[config.mk]
export PLATFORM = sky130hd
export DESIGN_NAME = smc_div
export DESIGN_NICKNAME = d
export VERILOG_FILES = /design/src/rtl/smc_pkg.sv /design/src/rtl/smc_div.sv
export SDC_FILE = /design/constraint.sdc
export NUM_CORES = 2
export LEC_CHECK = 0
export BUFFER_PORTS_ARGS = -buffer_cell sky130_fd_sc_hd__clkbuf_2
export CORE_UTILIZATION = 28
export CTS_CLUSTER_SIZE = 12
export DETAILED_ROUTE_END_ITERATION = 16
export GPL_TIMING_DRIVEN = 1
export MAX_ROUTING_LAYER = met4
export PLACE_DENSITY = 0.46
export SLEW_MARGIN = 15
export SYNTH_ARGS = -nofsm -noshare
export SYNTH_HDL_FRONTEND = slang
export SYNTH_SLANG_ARGS = --single-unit
export TNS_END_PERCENT = 10
[constraint.sdc]
create_clock -name clk_i -period 19.9 [get_ports clk_i]
set_input_delay 1.99 -clock clk_i [delete_from_list [all_inputs] [get_ports clk_i]]
set_output_delay 1.99 -clock clk_i [all_outputs]
set_load 0.1 [all_outputs]
[src/rtl/smc_pkg.sv]
`default_nettype none
package smc_pkg;

  typedef enum logic [1:0] {
    MODE_BRAKE    = 2'd0,
    MODE_COAST    = 2'd1,
    MODE_THROTTLE = 2'd2,
    MODE_BOOST    = 2'd3
  } drive_mode_e;

  localparam int unsigned RT_W   = 20;
  localparam int unsigned CURV_W = 18;
  localparam int unsigned REM_W  = 40;
  localparam int unsigned DVS_W  = 38;
  localparam int unsigned QUO_W  = 15;

  localparam logic [RT_W-1:0] RT_RESET = 20'd40000;

  // Accelerations are kept in units of 1/1680 per second squared.
  localparam logic signed [22:0] BC_THRESH   = -23'sd3131100;
  localparam logic signed [22:0] CT_THRESH   = -23'sd441000;
  localparam logic signed [22:0] TILT_THRESH = -23'sd2940000;
  localparam logic [21:0]        BOOST_HALF  = 22'd833000;
  localparam logic signed [27:0] LHS_K       = 28'sd105000000;
  localparam logic signed [24:0] NUM_K       = 25'sd8750000;
  localparam logic signed [15:0] UP_TILT_LIM = 16'sd11469;

  localparam logic signed [15:0] THR_ONE = 16'sd16384;
  localparam logic signed [15:0] THR_NEG = -16'sd16384;
  localparam logic signed [15:0] THR_MIN = 16'sd328;

  typedef struct packed {
    drive_mode_e        mode;
    logic               force_max;
    logic               force_min;
    logic [REM_W-1:0]   rem;
    logic [DVS_W-1:0]   dvs;
  } smc_work_t;

endpackage
`default_nettype wire

[src/rtl/smc_div.sv]
`default_nettype none
module smc_div import smc_pkg::*; (
  input  wire                clk_i,
  input  wire                rst_ni,
  input  wire                in_valid_i,
  output logic               in_ready_o,
  input  smc_work_t          in_work_i,
  output logic               out_valid_o,
  input  wire                out_ready_i,
  output smc_work_t          out_work_o,
  output logic [QUO_W-1:0]   out_quo_o
);

  // One quotient bit per stage, most significant first. The remainder
  // enters below twice the divisor and stays below the divisor afterwards.
  logic [QUO_W-1:0] v_q;
  logic [QUO_W:0]   rdy;
  smc_work_t        w_q [QUO_W];
  logic [QUO_W-1:0] q_q [QUO_W];

  assign rdy[QUO_W] = out_ready_i;

  for (genvar j = 0; j < QUO_W; j++) begin : g_step
    smc_work_t        w_in, w_out;
    logic [QUO_W-1:0] q_in;
    logic             v_in;
    logic [REM_W:0]   trial;
    logic             ge;

    if (j == 0) begin : g_first
      assign w_in  = in_work_i;
      assign q_in  = '0;
      assign v_in  = in_valid_i;
      assign trial = {1'b0, in_work_i.rem};
    end else begin : g_next
      assign w_in  = w_q[j-1];
      assign q_in  = q_q[j-1];
      assign v_in  = v_q[j-1];
      assign trial = {w_q[j-1].rem, 1'b0};
    end

    assign rdy[j] = !v_q[j] || rdy[j+1];

    always_comb begin
      ge        = trial >= {3'b000, w_in.dvs};
      w_out     = w_in;
      w_out.rem = ge ? REM_W'(trial - {3'b000, w_in.dvs}) : REM_W'(trial);
    end

    always_ff @(posedge clk_i or negedge rst_ni) begin
      if (!rst_ni) begin
        v_q[j] <= 1'b0;
      end else if (rdy[j]) begin
        v_q[j] <= v_in;
      end
    end

    always_ff @(posedge clk_i) begin
      if (rdy[j]) begin
        w_q[j] <= w_out;
        q_q[j] <= {q_in[QUO_W-2:0], ge};
      end
    end
  end

  assign in_ready_o  = rdy[0];
  assign out_valid_o = v_q[QUO_W-1];
  assign out_work_o  = w_q[QUO_W-1];
  assign out_quo_o   = q_q[QUO_W-1];

endmodule
`default_nettype wire

Word-level counts from Yosys, hierarchy flattened
Memory sizes are Yosys's and may differ from the RTL's. Cells that the tools add are included.

Word-level logic and storage cells: 122. RAM bits: 1455. Output and inout bits: 99. Memories: 2. Bits in registers: 15. Input bits: 86.

Reduce and logical (&&, ||, !) cells: 30. Muxes and demuxes: 45. Add/subtract/negate cells: 15. Order comparisons: 15.

Memory list: w_q (words 15, width 82, rd ports 15, clocked after Yosys merged registers in 0, wr ports 15, line smc_div.sv:18) `smc_work_t w_q [QUO_W];`; q_q (words 15, width 15, rd ports 15, clocked after Yosys merged registers in 0, wr ports 15, line smc_div.sv:19) `logic [QUO_W-1:0] q_q [QUO_W];`.

Operators by type and width (number): 40-bit 2-to-1 mux (15); 40-bit by 38-bit subtractor with 40-bit output (15); 41-bit by 38-bit greater-or-equal comparator with 1-bit output (14); 40-bit by 38-bit greater-or-equal comparator with 1-bit output (1); 1-bit 2-to-1 mux (30); 1-bit zero test (15); 1-bit logical OR (15).

Logic depth before layout (Yosys ltp)
Depth after elaboration: 18. Depth in mapped cells: 16. Mapped depth without buffers: 15.

Worst setup path before layout
Ideal clock, no wire load.

Path type: input-to-output. Start: input port out_ready_i. End: output port in_ready_o. Slack: 6328 ps. Arrival time: 11582 ps. Stages: 10. Path through: nor2b_1 nand2_1 nor2_1 and2_1 inv_1 nor2_1 and2_1 nand3_1 nor2_1 nand2_1.

Word-level cells in the longest chain between the ends: 15.

RTL lines: from (decl) (line smc_div.sv:9) `input wire out_ready_i,`; 1-bit logical OR (2 in series) (line smc_div.sv:42) `assign rdy[j] = !v_q[j] || rdy[j+1];`; named net rdy[13] (line smc_div.sv:17) `logic [QUO_W:0] rdy;`; 1-bit logical OR (4 in series) (line smc_div.sv:42); named net rdy[9] (line smc_div.sv:17); 1-bit logical OR (7 in series) (line smc_div.sv:42); named net rdy[2] (line smc_div.sv:17); 1-bit logical OR (2 in series) (line smc_div.sv:42); to (decl) (line smc_div.sv:6) `output logic in_ready_o,`.

The timed path passes the listed nets, and every way through them passes these cells.

Worst setup path in the final report
Ends and elaborated chain as after synthesis.

==> qor.csv <==
metric;value;unit
Initial Util;28.3;%
leading register cell type out of synthesis;edfxtp_1;
CTS root buf;clkbuf_16;
max-cap viol count;0;
H-tree Lvls;4;
CTS tree;yes;
drt total wl;192000;um
vias in the first global route;56200;
postcts setup bufs;0;
fin crit period;8.26;ns
mapped cell area;79200;um2
residual DRC count;0;
worst skew pair latency;0.82;ns
min-delay worst type;flop to flop;
commonest non-fill, non-tap cell in the layout;edfxtp_1;
library cells used by synthesis;85;
setup_tns;0;ns
Seq/Total Area, Yosys;51.7;%
Via density;4.73;
CP dominant cell by count;nor2_1;
CP Cell Sequence;clkbuf_2 > nor2b_1 > nand2_4 > nor2_1 > and2_1 > clkinv_2 > nor2_1 > and2_1 > nand3_4 > nor2_1 > nand2_4 > clkbuf_2;
cells resized by post-CTS repair;0;
Die Area;285000;um2
drt wl/cell;16.7;um
Synth Area in Adders;9.38;%
cell leakage power;36.4;nW
relative slew slack;23.8;%
period utilization;41.5;%
Max Slew Vio Count;0;
core area;280000;um2
layout cells sized above 1;7.78;%
Compound-Gate Fraction of Synth Area;16.8;%
CP max stage delay;0.52;ns
outcome;finished clean;
EDFF count, synth;1350;
CP Launch Type;primary input;
ranking of synthesized cells by area;edfxtp_1 (51%), ha_1 (9.0%), a21oi_1 (4.3%);
GPL Wtd Cong;0.973;
Initial DRT Pass Iterations;8;
initial antenna violation count;2;
Yosys top cell area share;51.2;%
hold buffers post-CTS;0;
largest net degree at the start of global routing;89;
Critical Path RT;17.91;ns
area grow syn2layout;13.1;%
Gate Count Post-Synth;7469;
Synth Area per Inst;10.6;um2
Yosys Warn Count;0;
Clock Tree Buf Depth;4;
Inserted Clock Buffers;174;
commonest non-fill, non-tap cells in the layout;edfxtp_1 (1350), inv_1 (712), a21oi_1 (670);
crit path max-delay cell type;nor2b_1;
Fmax;121;MHz
Worst Path Max Fanout;43;
worst slew pin tran;1.13;ns
Die W;534;um
crit path buf inv count;3;
WP data arrival;6.27;ns
XOR/XNOR Fraction of Synth Area;5.85;%
async set-reset flop share out of synthesis;1.10;%
setup violators final;0;
clock skew;0.0405;ns
Vias;54400;
Final nets;8318;
Top-Level Pins;185;
Port Buffers;184;
post-synthesis mux area share;1.18;%
detailed placement HPWL;152000;um
CP endpoint kind;primary output;
Worst path top cell family by delay;simple AND/OR/NAND/NOR gates;
initial DRC count;2605;
Post-DRT Antenna Nets;0;
flops & latches, synth;1365;
GRT Residual Overflow;0;
Final Hold Viols;0;
largest family of logic cells by synthesized area;compound AO/OA/AOI/OAI gates;
critical path class;primary input to primary output;
CTS clk-pin slew, worst paths;0.06;ns
clk sinks;1365;
Post-Syn Nets;8140;
most area-hungry cell type in the Yosys netlist;edfxtp_1;
PD cells;180;nW/um2
Layout Utilization;32.0;%
Tot GR Track Use;13.6;%
Synth Area in Simple Gates;10.6;%
Max VDD drop;0.0747;mV
Fill cells;28200;
first-pass GRT wire length;302000;um
Row Count;194;
die extent in y;534;um
RSZ-0062 raised after global routing;no;
## state kept, by name, indices dropped and copies added, names as in the netlist
signal / flops
g_step.v_in: 14
out_valid_o: 1
q_q: 120
w_q: 1230
## through the flow
stage          instances  area, um2  worst slack, ns  power (mW)  hold slack [ns]
2_1_floorplan       7469      79200             6.33        11.2            0.400
3_3_place_gp       11200      84500            11.61        13.2            0.402
3_5_place_dp       11200      84500            11.44        13.3            0.405
4_1_cts            11500      89600            11.43        16.3            0.405
5_1_grt            11500      89600            11.16        17.3            0.401
6_report           11500      89600            11.64        16.1            0.402
## where the power goes
| part | internal (mW) | leakage, nW | switching [mW] |
|---|---|---|---|
| registers | 4.66 | 14.0 | 0.531 |
| clock network | 1.71 | 2.49 | 1.16 |
| logic | 3.15 | 20.0 | 4.89 |
## worst reg2reg max path, stage by stage, from the launching register on
cell,delay (ns)
edfxtp_1,0.38
inv_1,0.06
ha_1,0.36
nand2_1,0.17
nor4_1,0.51
nand3_1,0.25
a21oi_1,0.41
a211oi_1,0.12
buf_4,0.19
o21ai_0,0.57
a21oi_1,0.22
o31ai_4,0.48
buf_4,0.57
mux2_2,0.50
## cells by family (layout without fill, tap and decap cells)
kind of cell	after synthesis	count (layout)
AOI/OAI and AO/OA	2155	2155
and+or+nand+nor	1805	1805
DFF	1365	1365
buffers and inverters	947	1251
adders and majority gates	585	585
xor gates and xnor gates	529	529
muxes	83	83
other	0	2
## Yosys cell counts, drive strengths merged, types with 16 or more instances
| master | instances |
|---|---|
| nor2 | 423 |
| nand3 | 122 |
| and3 | 62 |
| nor4 | 39 |
| o21ai | 600 |
| o21bai | 85 |
| o31ai | 44 |
| xnor2 | 291 |
| xor2 | 238 |
| ha | 570 |
| a21oi | 673 |
| inv | 718 |
| nand2b | 104 |
| buf | 31 |
| and2 | 36 |
| nor3 | 98 |
| nand2 | 666 |
| a31oi | 63 |
| a211oi | 41 |
| nor2b | 73 |
| a21o | 336 |
| o21a | 61 |
| o211ai | 20 |
| mux2 | 80 |
| nand4 | 108 |
| a211o | 16 |
| clkbuf | 198 |
| edfxtp | 1350 |
| o41ai | 20 |
| a221oi | 24 |
## per-layer routing
| metal | share of wire, % | vias to the layer above | global-route usage [%] |
|---|---|---|---|
| met5 | 0 | - | - |
| met4 | 6.1 | 0 | 7.60 |
| met3 | 3.0 | 521 | 1.81 |
| met2 | 51 | 1065 | 25.1 |
| met1 | 40 | 25200 | 13.7 |
| li1 | - | 27600 | - |
## path summary, 6_finish.rpt
check                       startpoint              end  slack, ns  depth (start not counted)
setup / recovery           out_ready_i       in_ready_o      11.64                         12
hold / removal             w_q[0][245]      w_q[0][327]       0.40                          0
setup reg to reg           w_q[0][345]      w_q[0][457]      14.86                         13
hold reg to reg            w_q[0][245]      w_q[0][327]       0.40                          0
max in group asynchronous       rst_ni   g_step[3].v_in      18.45                          1
min in group asynchronous       rst_ni  g_step[13].v_in       1.12                          1
## final cells by class
type / instances / area (um2) / area share (%)
diodes: 2 / 5.00 / 0.00559
clock buffers: 233 / 4630 / 5.17
multi-input cells: 5157 / 34900 / 39.0
repair buffers: 231 / 1280 / 1.43
clock inverters: 69 / 503 / 0.561
well taps: 3724 / 4660 / 5.20
flip-flops and latches: 1365 / 40900 / 45.7
inverters: 718 / 2710 / 3.02
(Power assumes the default switching activity.)
