<file path="src/rtl/smc_pkg.sv">
`default_nettype none
package smc_pkg;

  typedef enum logic [1:0] {
    MODE_BRAKE    = 2'd0,
    MODE_COAST    = 2'd1,
    MODE_THROTTLE = 2'd2,
    MODE_BOOST    = 2'd3
  } drive_mode_e;

  localparam int unsigned RT_W   = 20;
  localparam int unsigned CURV_W = 18;
  localparam int unsigned REM_W  = 40;
  localparam int unsigned DVS_W  = 38;
  localparam int unsigned QUO_W  = 15;

  localparam logic [RT_W-1:0] RT_RESET = 20'd40000;

  // Accelerations are kept in units of 1/1680 per second squared.
  localparam logic signed [22:0] BC_THRESH   = -23'sd3131100;
  localparam logic signed [22:0] CT_THRESH   = -23'sd441000;
  localparam logic signed [22:0] TILT_THRESH = -23'sd2940000;
  localparam logic [21:0]        BOOST_HALF  = 22'd833000;
  localparam logic signed [27:0] LHS_K       = 28'sd105000000;
  localparam logic signed [24:0] NUM_K       = 25'sd8750000;
  localparam logic signed [15:0] UP_TILT_LIM = 16'sd11469;

  localparam logic signed [15:0] THR_ONE = 16'sd16384;
  localparam logic signed [15:0] THR_NEG = -16'sd16384;
  localparam logic signed [15:0] THR_MIN = 16'sd328;

  typedef struct packed {
    drive_mode_e        mode;
    logic               force_max;
    logic               force_min;
    logic [REM_W-1:0]   rem;
    logic [DVS_W-1:0]   dvs;
  } smc_work_t;

endpackage
`default_nettype wire

</file>
<file path="src/rtl/smc_front.sv">
`default_nettype none
module smc_front import smc_pkg::*; (
  input  wire                      clk_i,
  input  wire                      rst_ni,
  input  wire                      in_valid_i,
  output logic                     in_ready_o,
  input  wire signed [16:0]        target_speed_i,
  input  wire signed [16:0]        forward_speed_i,
  input  wire signed [15:0]        up_vertical_i,
  input  wire        [RT_W-1:0]    reaction_time_i,
  output logic                     out_valid_o,
  input  wire                      out_ready_i,
  output smc_work_t                out_work_o
);

  logic [2:0] v_q;
  logic       rdy1, rdy2, rdy3;

  assign rdy3       = !v_q[2] || out_ready_i;
  assign rdy2       = !v_q[1] || rdy3;
  assign rdy1       = !v_q[0] || rdy2;
  assign in_ready_o = rdy1;

  always_ff @(posedge clk_i or negedge rst_ni) begin
    if (!rst_ni) begin
      v_q <= '0;
    end else begin
      if (rdy1) v_q[0] <= in_valid_i;
      if (rdy2) v_q[1] <= v_q[0];
      if (rdy3) v_q[2] <= v_q[1];
    end
  end

  // Stage 1: speed error, curve value, tilt test.
  logic signed [17:0]       diff_d, diff_q;
  logic        [16:0]       spd;
  logic        [CURV_W-1:0] c_knee, c_end, curv_d, curv_q;
  logic                     tilt_d, tilt_q;
  logic        [RT_W-1:0]   rt_d, rt_q;

  always_comb begin
    diff_d = {target_speed_i[16], target_speed_i} - {forward_speed_i[16], forward_speed_i};
    spd    = forward_speed_i[16] ? (~forward_speed_i + 17'd1) : forward_speed_i;
    c_knee = 18'd224000 - (18'(spd) * 18'd9);
    c_end  = (18'd22560 - 18'(spd)) * 18'd140;
    if (spd < 17'd22400) begin
      curv_d = c_knee;
    end else if (spd < 17'd22560) begin
      curv_d = c_end;
    end else begin
      curv_d = '0;
    end
    tilt_d = up_vertical_i < UP_TILT_LIM;
    rt_d   = (reaction_time_i == '0) ? RT_W'(1) : reaction_time_i;
  end

  always_ff @(posedge clk_i) begin
    if (rdy1) begin
      diff_q <= diff_d;
      curv_q <= curv_d;
      tilt_q <= tilt_d;
      rt_q   <= rt_d;
    end
  end

  // Stage 2: scale everything by the reaction time.
  logic signed [22:0]      bc_sel, ct_sel;
  logic signed [20:0]      rt_s;
  logic        [21:0]      tb;
  logic signed [45:0]      lhs_d, lhs_q;
  logic signed [43:0]      bc_d, bc_q, ct_d, ct_q;
  logic        [41:0]      tb_d, tb_q;
  logic signed [42:0]      num_d, num_q;
  logic        [DVS_W-1:0] dvs_d, dvs_q;
  logic                    cz_d, cz_q;

  always_comb begin
    bc_sel = tilt_q ? TILT_THRESH : BC_THRESH;
    ct_sel = tilt_q ? TILT_THRESH : CT_THRESH;
    rt_s   = $signed({1'b0, rt_q});
    tb     = {curv_q, 3'b000} + {1'b0, curv_q, 2'b00} + BOOST_HALF;
    lhs_d  = diff_q * LHS_K;
    bc_d   = bc_sel * rt_s;
    ct_d   = ct_sel * rt_s;
    tb_d   = tb * rt_q;
    num_d  = diff_q * NUM_K;
    dvs_d  = rt_q * curv_q;
    cz_d   = curv_q == '0;
  end

  always_ff @(posedge clk_i) begin
    if (rdy2) begin
      lhs_q <= lhs_d;
      bc_q  <= bc_d;
      ct_q  <= ct_d;
      tb_q  <= tb_d;
      num_q <= num_d;
      dvs_q <= dvs_d;
      cz_q  <= cz_d;
    end
  end

  // Stage 3: threshold compares and divider setup.
  smc_work_t   work_d, work_q;
  logic        num_pos;
  logic        num_big;

  always_comb begin
    num_pos = !num_q[42] && (num_q != '0);
    num_big = $unsigned(num_q) >= 43'({dvs_q, 1'b0});
    if (lhs_q <= 46'(bc_q)) begin
      work_d.mode = MODE_BRAKE;
    end else if (lhs_q < 46'(ct_q)) begin
      work_d.mode = MODE_COAST;
    end else if (lhs_q <= $signed({4'b0000, tb_q})) begin
      work_d.mode = MODE_THROTTLE;
    end else begin
      work_d.mode = MODE_BOOST;
    end
    work_d.force_max = cz_q || (num_pos && num_big);
    work_d.force_min = !num_pos;
    work_d.rem       = num_q[REM_W-1:0];
    work_d.dvs       = dvs_q;
  end

  always_ff @(posedge clk_i) begin
    if (rdy3) begin
      work_q <= work_d;
    end
  end

  assign out_valid_o = v_q[2];
  assign out_work_o  = work_q;

endmodule
`default_nettype wire

</file>
<file path="config.mk">
export PLATFORM = sky130hd
export DESIGN_NAME = smc_front
export DESIGN_NICKNAME = d
export VERILOG_FILES = /design/src/rtl/smc_pkg.sv /design/src/rtl/smc_front.sv
export SDC_FILE = /design/constraint.sdc
export NUM_CORES = 2
export LEC_CHECK = 0
export ABC_CLOCK_PERIOD_IN_PS = 9880
export CORE_ASPECT_RATIO = 1.5
export CORE_MARGIN = 2
export CORE_UTILIZATION = 55
export DETAILED_ROUTE_END_ITERATION = 10
export DONT_BUFFER_PORTS = 1
export GPL_TIMING_DRIVEN = 0
export HOLD_SLACK_MARGIN = 0.15
export PLACE_DENSITY = 0.83
export SLEW_MARGIN = 30
export SYNTH_ARGS = -nofsm -noshare
export SYNTH_HDL_FRONTEND = slang
export SYNTH_SLANG_ARGS = --single-unit
</file>
<file path="constraint.sdc">
create_clock -name clk_i -period 9.88 [get_ports clk_i]
set_input_delay 0.988 -clock clk_i [delete_from_list [all_inputs] [get_ports clk_i]]
set_output_delay 0.988 -clock clk_i [all_outputs]
set_load 0.03 [all_outputs]
</file>
# Word-level counts from Yosys, hierarchy flattened
# Cells that the tools add are included.
dict set report word_totals {
  register_bits 386
  output_inout_bits 84
  inputBits 74
  latch_bits 0
  memories 0
  romBits 0
  ramBits 0
}
dict set report op_classes {
  n_addsub 6
  magnitude_cmp 7
  n_eq_ne 0
  div_mod_pow 0
  n_shift 0
  reduce_logical 15
  n_mux 7
  bitwise_logic 1
  n_mul 8
}
# operator count
set ops {}
lappend ops {{23-bit by 21-bit multiplier with 44-bit output} 2}
lappend ops {{18-bit two-way mux} 3}
lappend ops {{46-bit by 43-bit <= comparator with 1-bit output} 1}
lappend ops {{46-bit by 44-bit <= comparator with 1-bit output} 1}
lappend ops {{46-bit by 44-bit < comparator with 1-bit output} 1}
lappend ops {{43-bit by 39-bit greater-or-equal comparator with 1-bit output} 1}
lappend ops {{43-bit nonzero test} 1}
lappend ops {{22-bit by 20-bit multiplier with 42-bit output} 1}
lappend ops {{18-bit by 22-bit multiplier with 40-bit output, second input constant} 1}
lappend ops {{18-bit by 21-bit multiplier with 39-bit output, second input constant} 1}
lappend ops {{20-bit by 18-bit multiplier with 38-bit output} 1}
lappend ops {{17-bit by 15-bit < comparator with 1-bit output, second input constant} 2}
lappend ops {{21-bit by 20-bit adder with 22-bit output} 1}
lappend ops {{22-bit by 20-bit adder with 22-bit output, second input constant} 1}
lappend ops {{22-bit two-way mux} 1}
lappend ops {{20-bit logical NOT} 1}
lappend ops {{18-bit logical NOT} 1}
lappend ops {{17-bit by 4-bit multiplier with 18-bit output, second input constant} 1}
lappend ops {{18-bit by 6-bit multiplier with 16-bit output, second input constant} 1}
lappend ops {{15-bit by 17-bit subtractor with 18-bit output, first input constant} 1}
lappend ops {{17-bit by 17-bit subtractor with 18-bit output} 1}
lappend ops {{18-bit subtractor, first input constant} 1}
lappend ops {{17-bit by 1-bit adder with 17-bit output, second input constant} 1}
lappend ops {{17-bit two-way mux} 1}
lappend ops {{other kinds (7)} 16}

# Depth between registers and ports, before layout
dict set report logic_depth {
  ltp_word 7
  ltp_mapped 40
  ltp_nobuf 39
}

# Worst setup path before layout
# OpenSTA, ideal clock, no wires.
dict set report synth_path {
  path_type {register -> register}
  startpoint {register curv_q[1]}
  endpoint {register tb_q[41] (data pin)}
  path_stages_with_launch 41
  required_ns 9.619
  synth_period_minus_slack_ns 9.692
  setup_slack_ns 0.188
  arrival_time_ns 9.431
  cell_sequence {edfxtp_1 > clkinv_1 > ha_1 > inv_1 > ha_1 > inv_1 > fa_1 > nor2b_1 > o21ai_0 > a21boi_1 > o21ai_0 > a21boi_0 > o21ai_1 > a211oi_1 > nor3_1 > or3_1 > clkbuf_1 > mux2_2 > [5 not listed] > inv_1 > fa_1 > fa_1 > inv_1 > fa_1 > inv_1 > ha_1 > ha_1 > and4_1 > a31oi_1 > o21ai_0 > a22o_1 > a311o_1 > a21oi_1 > o21ai_0 > a221oi_1 > o21ai_0 > xnor2_1}
}
dict set report synth_via {
  elab_chain_cells 3
}
# item line
set synth_rtl {}
lappend synth_rtl {{start, declared} smc_front.sv:37} ;# logic [CURV_W-1:0] c_knee, c_end, curv_d, curv_q;
lappend synth_rtl {{start signal, assigned} smc_front.sv:60} ;# curv_q <= curv_d;
lappend synth_rtl {{21-bit by 20-bit adder with 22-bit output} smc_front.sv:81} ;# tb = {curv_q, 3'b000} + {1'b0, curv_q, 2'b00} + BOOST_HALF;
lappend synth_rtl {{22-bit by 20-bit adder with 22-bit output} smc_front.sv:81}
lappend synth_rtl {{22-bit by 20-bit multiplier with 42-bit output} smc_front.sv:85} ;# tb_d = tb * rt_q;
lappend synth_rtl {{named net tb_d[41]} smc_front.sv:72} ;# logic [41:0] tb_d, tb_q;
lappend synth_rtl {{end signal, assigned} smc_front.sv:96} ;# tb_q <= tb_d;
lappend synth_rtl {{end, declared} smc_front.sv:72}
# The timed path passes the listed nets, and every way through them passes these cells.
# A chain may end at the register's enable or synchronous reset.

# Worst setup path in the final report
dict set report layout_path {
  startpoint {register curv_q[2]}
  endpoint {register tb_q[41] (data pin)}
}
# Same word-level chain as after synthesis.

==> out/results.ini <==
[outcome]
outcome=finished clean

[layout]
nets=10626
areaGrowthSynthToFinish_pct=6.94
final_common_cell=inv_1
final_cell_mix=inv_1 (2113), fa_1 (1351), ha_1 (1184)
layout-drive-gt1-share_pct=4.12
fin_util_pct=59.1
fillers=11518

[clocking]
cts-buffers-inserted=43
clkSinkCount=376
cts.clk_slew.worst_paths_ns=0.06
ctsLongestPathBuffers=3
clk_latency_ns=0.72
cts_root_buf=clkbuf_16
cts_tree=built
htreeDepth=2

[sta]
setup_viol=0
fmax_mhz=103
tightestPinTransition_ns=1.11
fin_crit_sh_pct=98.2
clock_skew_ns=0.0772
slew-limit-headroom_pct=26.2
min_period_ns=9.70
hold_viol=0
maxSlewViolCount=0

[placed_design]
place_congestion=1.04
portBuffers=0
hpwlAfterDp_um=200000

[global_route]
first_global_vias=62249
grt_max_degree=43
grt_pass1_wl_um=358000
antenna_found_initial=16
overflow=0
track_usage_pct=33.9

[hold_path]
hp-class=reg -> reg

[worst_setup_path]
worstSetupPathType=reg -> reg
slowest_stage=clkbuf_1
cp_data_required_time_ns=10.32
path_common_cell=fa_1
cp_top_family=adder cells
cp-end-kind=flip-flop
arrival_ns=10.14
slowest_delay_ns=0.78
cp_max_fo=10
start_kind=flip-flop
crit_buf_inv=5

[yosys]
seq_area_frac_synth_pct=14.6
postSynthCellCount=7833
ys_ff_latch=376
synth_top_cell_area_share_pct=35.1
synth-main-ff-cell=edfxtp_1
synth_area_um2=77200
syn_area_per_cell_um2=9.85
synth_edf_count=373
ys_types=84
async_flop_share_pct=0.798
yosys.area.top_type=fa_1
synth-warning-count=0
synth.area.top_cells=fa_1 (35%), ha_1 (19%), edfxtp_1 (15%)

[route]
wl_per_cell_um=24.0
avgViaCountPerCell=5.73
drtIter0Drc=4253
wl_um=238000
dr.pass1.iters=6
ant_nets=0
drcViolationCount=0
vias=56799

[flow_run]
drv_cap=0

[floorplan]
rows=168
core_area_um2=140000
io_pins=158
die_w_um=310
start_util_pct=55.3
die_height_um=463
dieArea_um2=143000

==> registers in the layout, summed over array words and instances, names as in the netlist <==
| signal | cells |
|---|---|
| dvs_q | 37 |
| curv_q | 18 |
| out_work_o | 78 |
| num_q | 39 |
| tilt_q | 1 |
| diff_q | 18 |
| tb_q | 40 |
| lhs_q | 39 |
| bc_q | 42 |
| cz_q | 1 |
| v_q | 3 |
| rt_q | 20 |
| ct_q | 40 |
==> kinds of logic after synthesis <==
kind of cell | after synthesis | share of synthesized area (%)
adder cells (fa/ha/maj) | 2549 | 54.5
buffers and inverters | 2324 | 11.3
AND/OR/NAND/NOR | 1457 | 9.13
AO/OA/AOI/OAI | 820 | 6.87
flip-flops | 376 | 14.6
XOR/XNOR | 284 | 3.23
multiplexers | 21 | 0.290
other | 2 | 0.00973
==> metal layers <==
layer	track usage, %	vias up	share of wire [%]
li1	-	24685	-
met1	35.2	28226	32
met2	55.5	2733	47
met3	7.41	1139	8.3
met4	33.4	16	13
met5	0	-	0.052
==> cells in the mapped netlist (34+ instances only) <==
cell         n
inv_1     2120
fa_1      1354
ha_1      1195
nand2_1    530
edfxtp_1   373
nor2_1     290
a21oi_1    249
and2_1     211
xnor2_1    204
clkbuf_1   177
a21o_1     151
o21ai_0    140
nand2b_1    94
xor2_1      79
nor2b_1     72
nand3_1     51
nand4_1     49
nor3_1      41
o21bai_1    34
==> metrics by stage <==
step / worst slack, ns / TNS, ns / instances / hold slack (ns) / cell area (um^2)
6_report: 0.177 / 0 / 9913 / 0.444 / 82500
5_1_grt: -0.0679 / -0.256 / 9905 / 0.461 / 82500
4_1_cts: 0.00738 / 0 / 9881 / 0.449 / 82100
3_5_place_dp: -1.76 / -23.89 / 9779 / 0.439 / 80200
3_3_place_gp: -1.68 / -402.25 / 9738 / 0.438 / 79600
2_1_floorplan: 0.188 / 0 / 7868 / 0.417 / 77300
==> final timing paths <==
check	from	to	slack (ns)	cells after the start
max reg2reg	curv_q[2]	tb_q[41]	0.18	33
min in group asynchronous	rst_ni	v_q[1]	0.54	1
max	curv_q[2]	tb_q[41]	0.18	33
max in group asynchronous	rst_ni	v_q[0]	9.15	1
min	v_q[0]	v_q[1]	0.44	1
min reg2reg	v_q[0]	v_q[1]	0.44	1
==> timing repair <==
action | in CTS | in global routing
setup endpoints to repair | 26 | 19
setup buffers | 30 | 22
gates cloned | 0 | 1
pin swaps | 18 | 32
hold endpoints to repair | 3 | 0
hold buffers | 1 | 0
gates resized for setup | 69 | 79
==> worst reg2reg max path: cells and delay by family, from the launching register on <==
family,cells,cell delay (ns)
adder cells (fa/ha/maj),10,4.42
AO/OA/AOI/OAI,14,2.72
buffers and inverters,5,1.24
AND/OR/NAND/NOR,2,0.44
flip-flops,1,0.32
XOR/XNOR,2,0.32
==> layout make-up <==
class	instances	area [um^2]	area share (%)
Clock inverter	27	339	0.411
Timing Repair Buffer	95	946	1.15
Clock buffer	48	1090	1.33
Sequential cell	376	11300	13.7
Multi-Input combinational cell	5168	57600	69.8
Antenna cell	10	25.0	0.0303
Tap cell	1870	2340	2.84
Inverter	2129	8020	9.72
Buffer	190	858	1.04
Power is not shown: default switching activity piles up to over one toggle a cycle in this logic, so the estimate is an artifact.
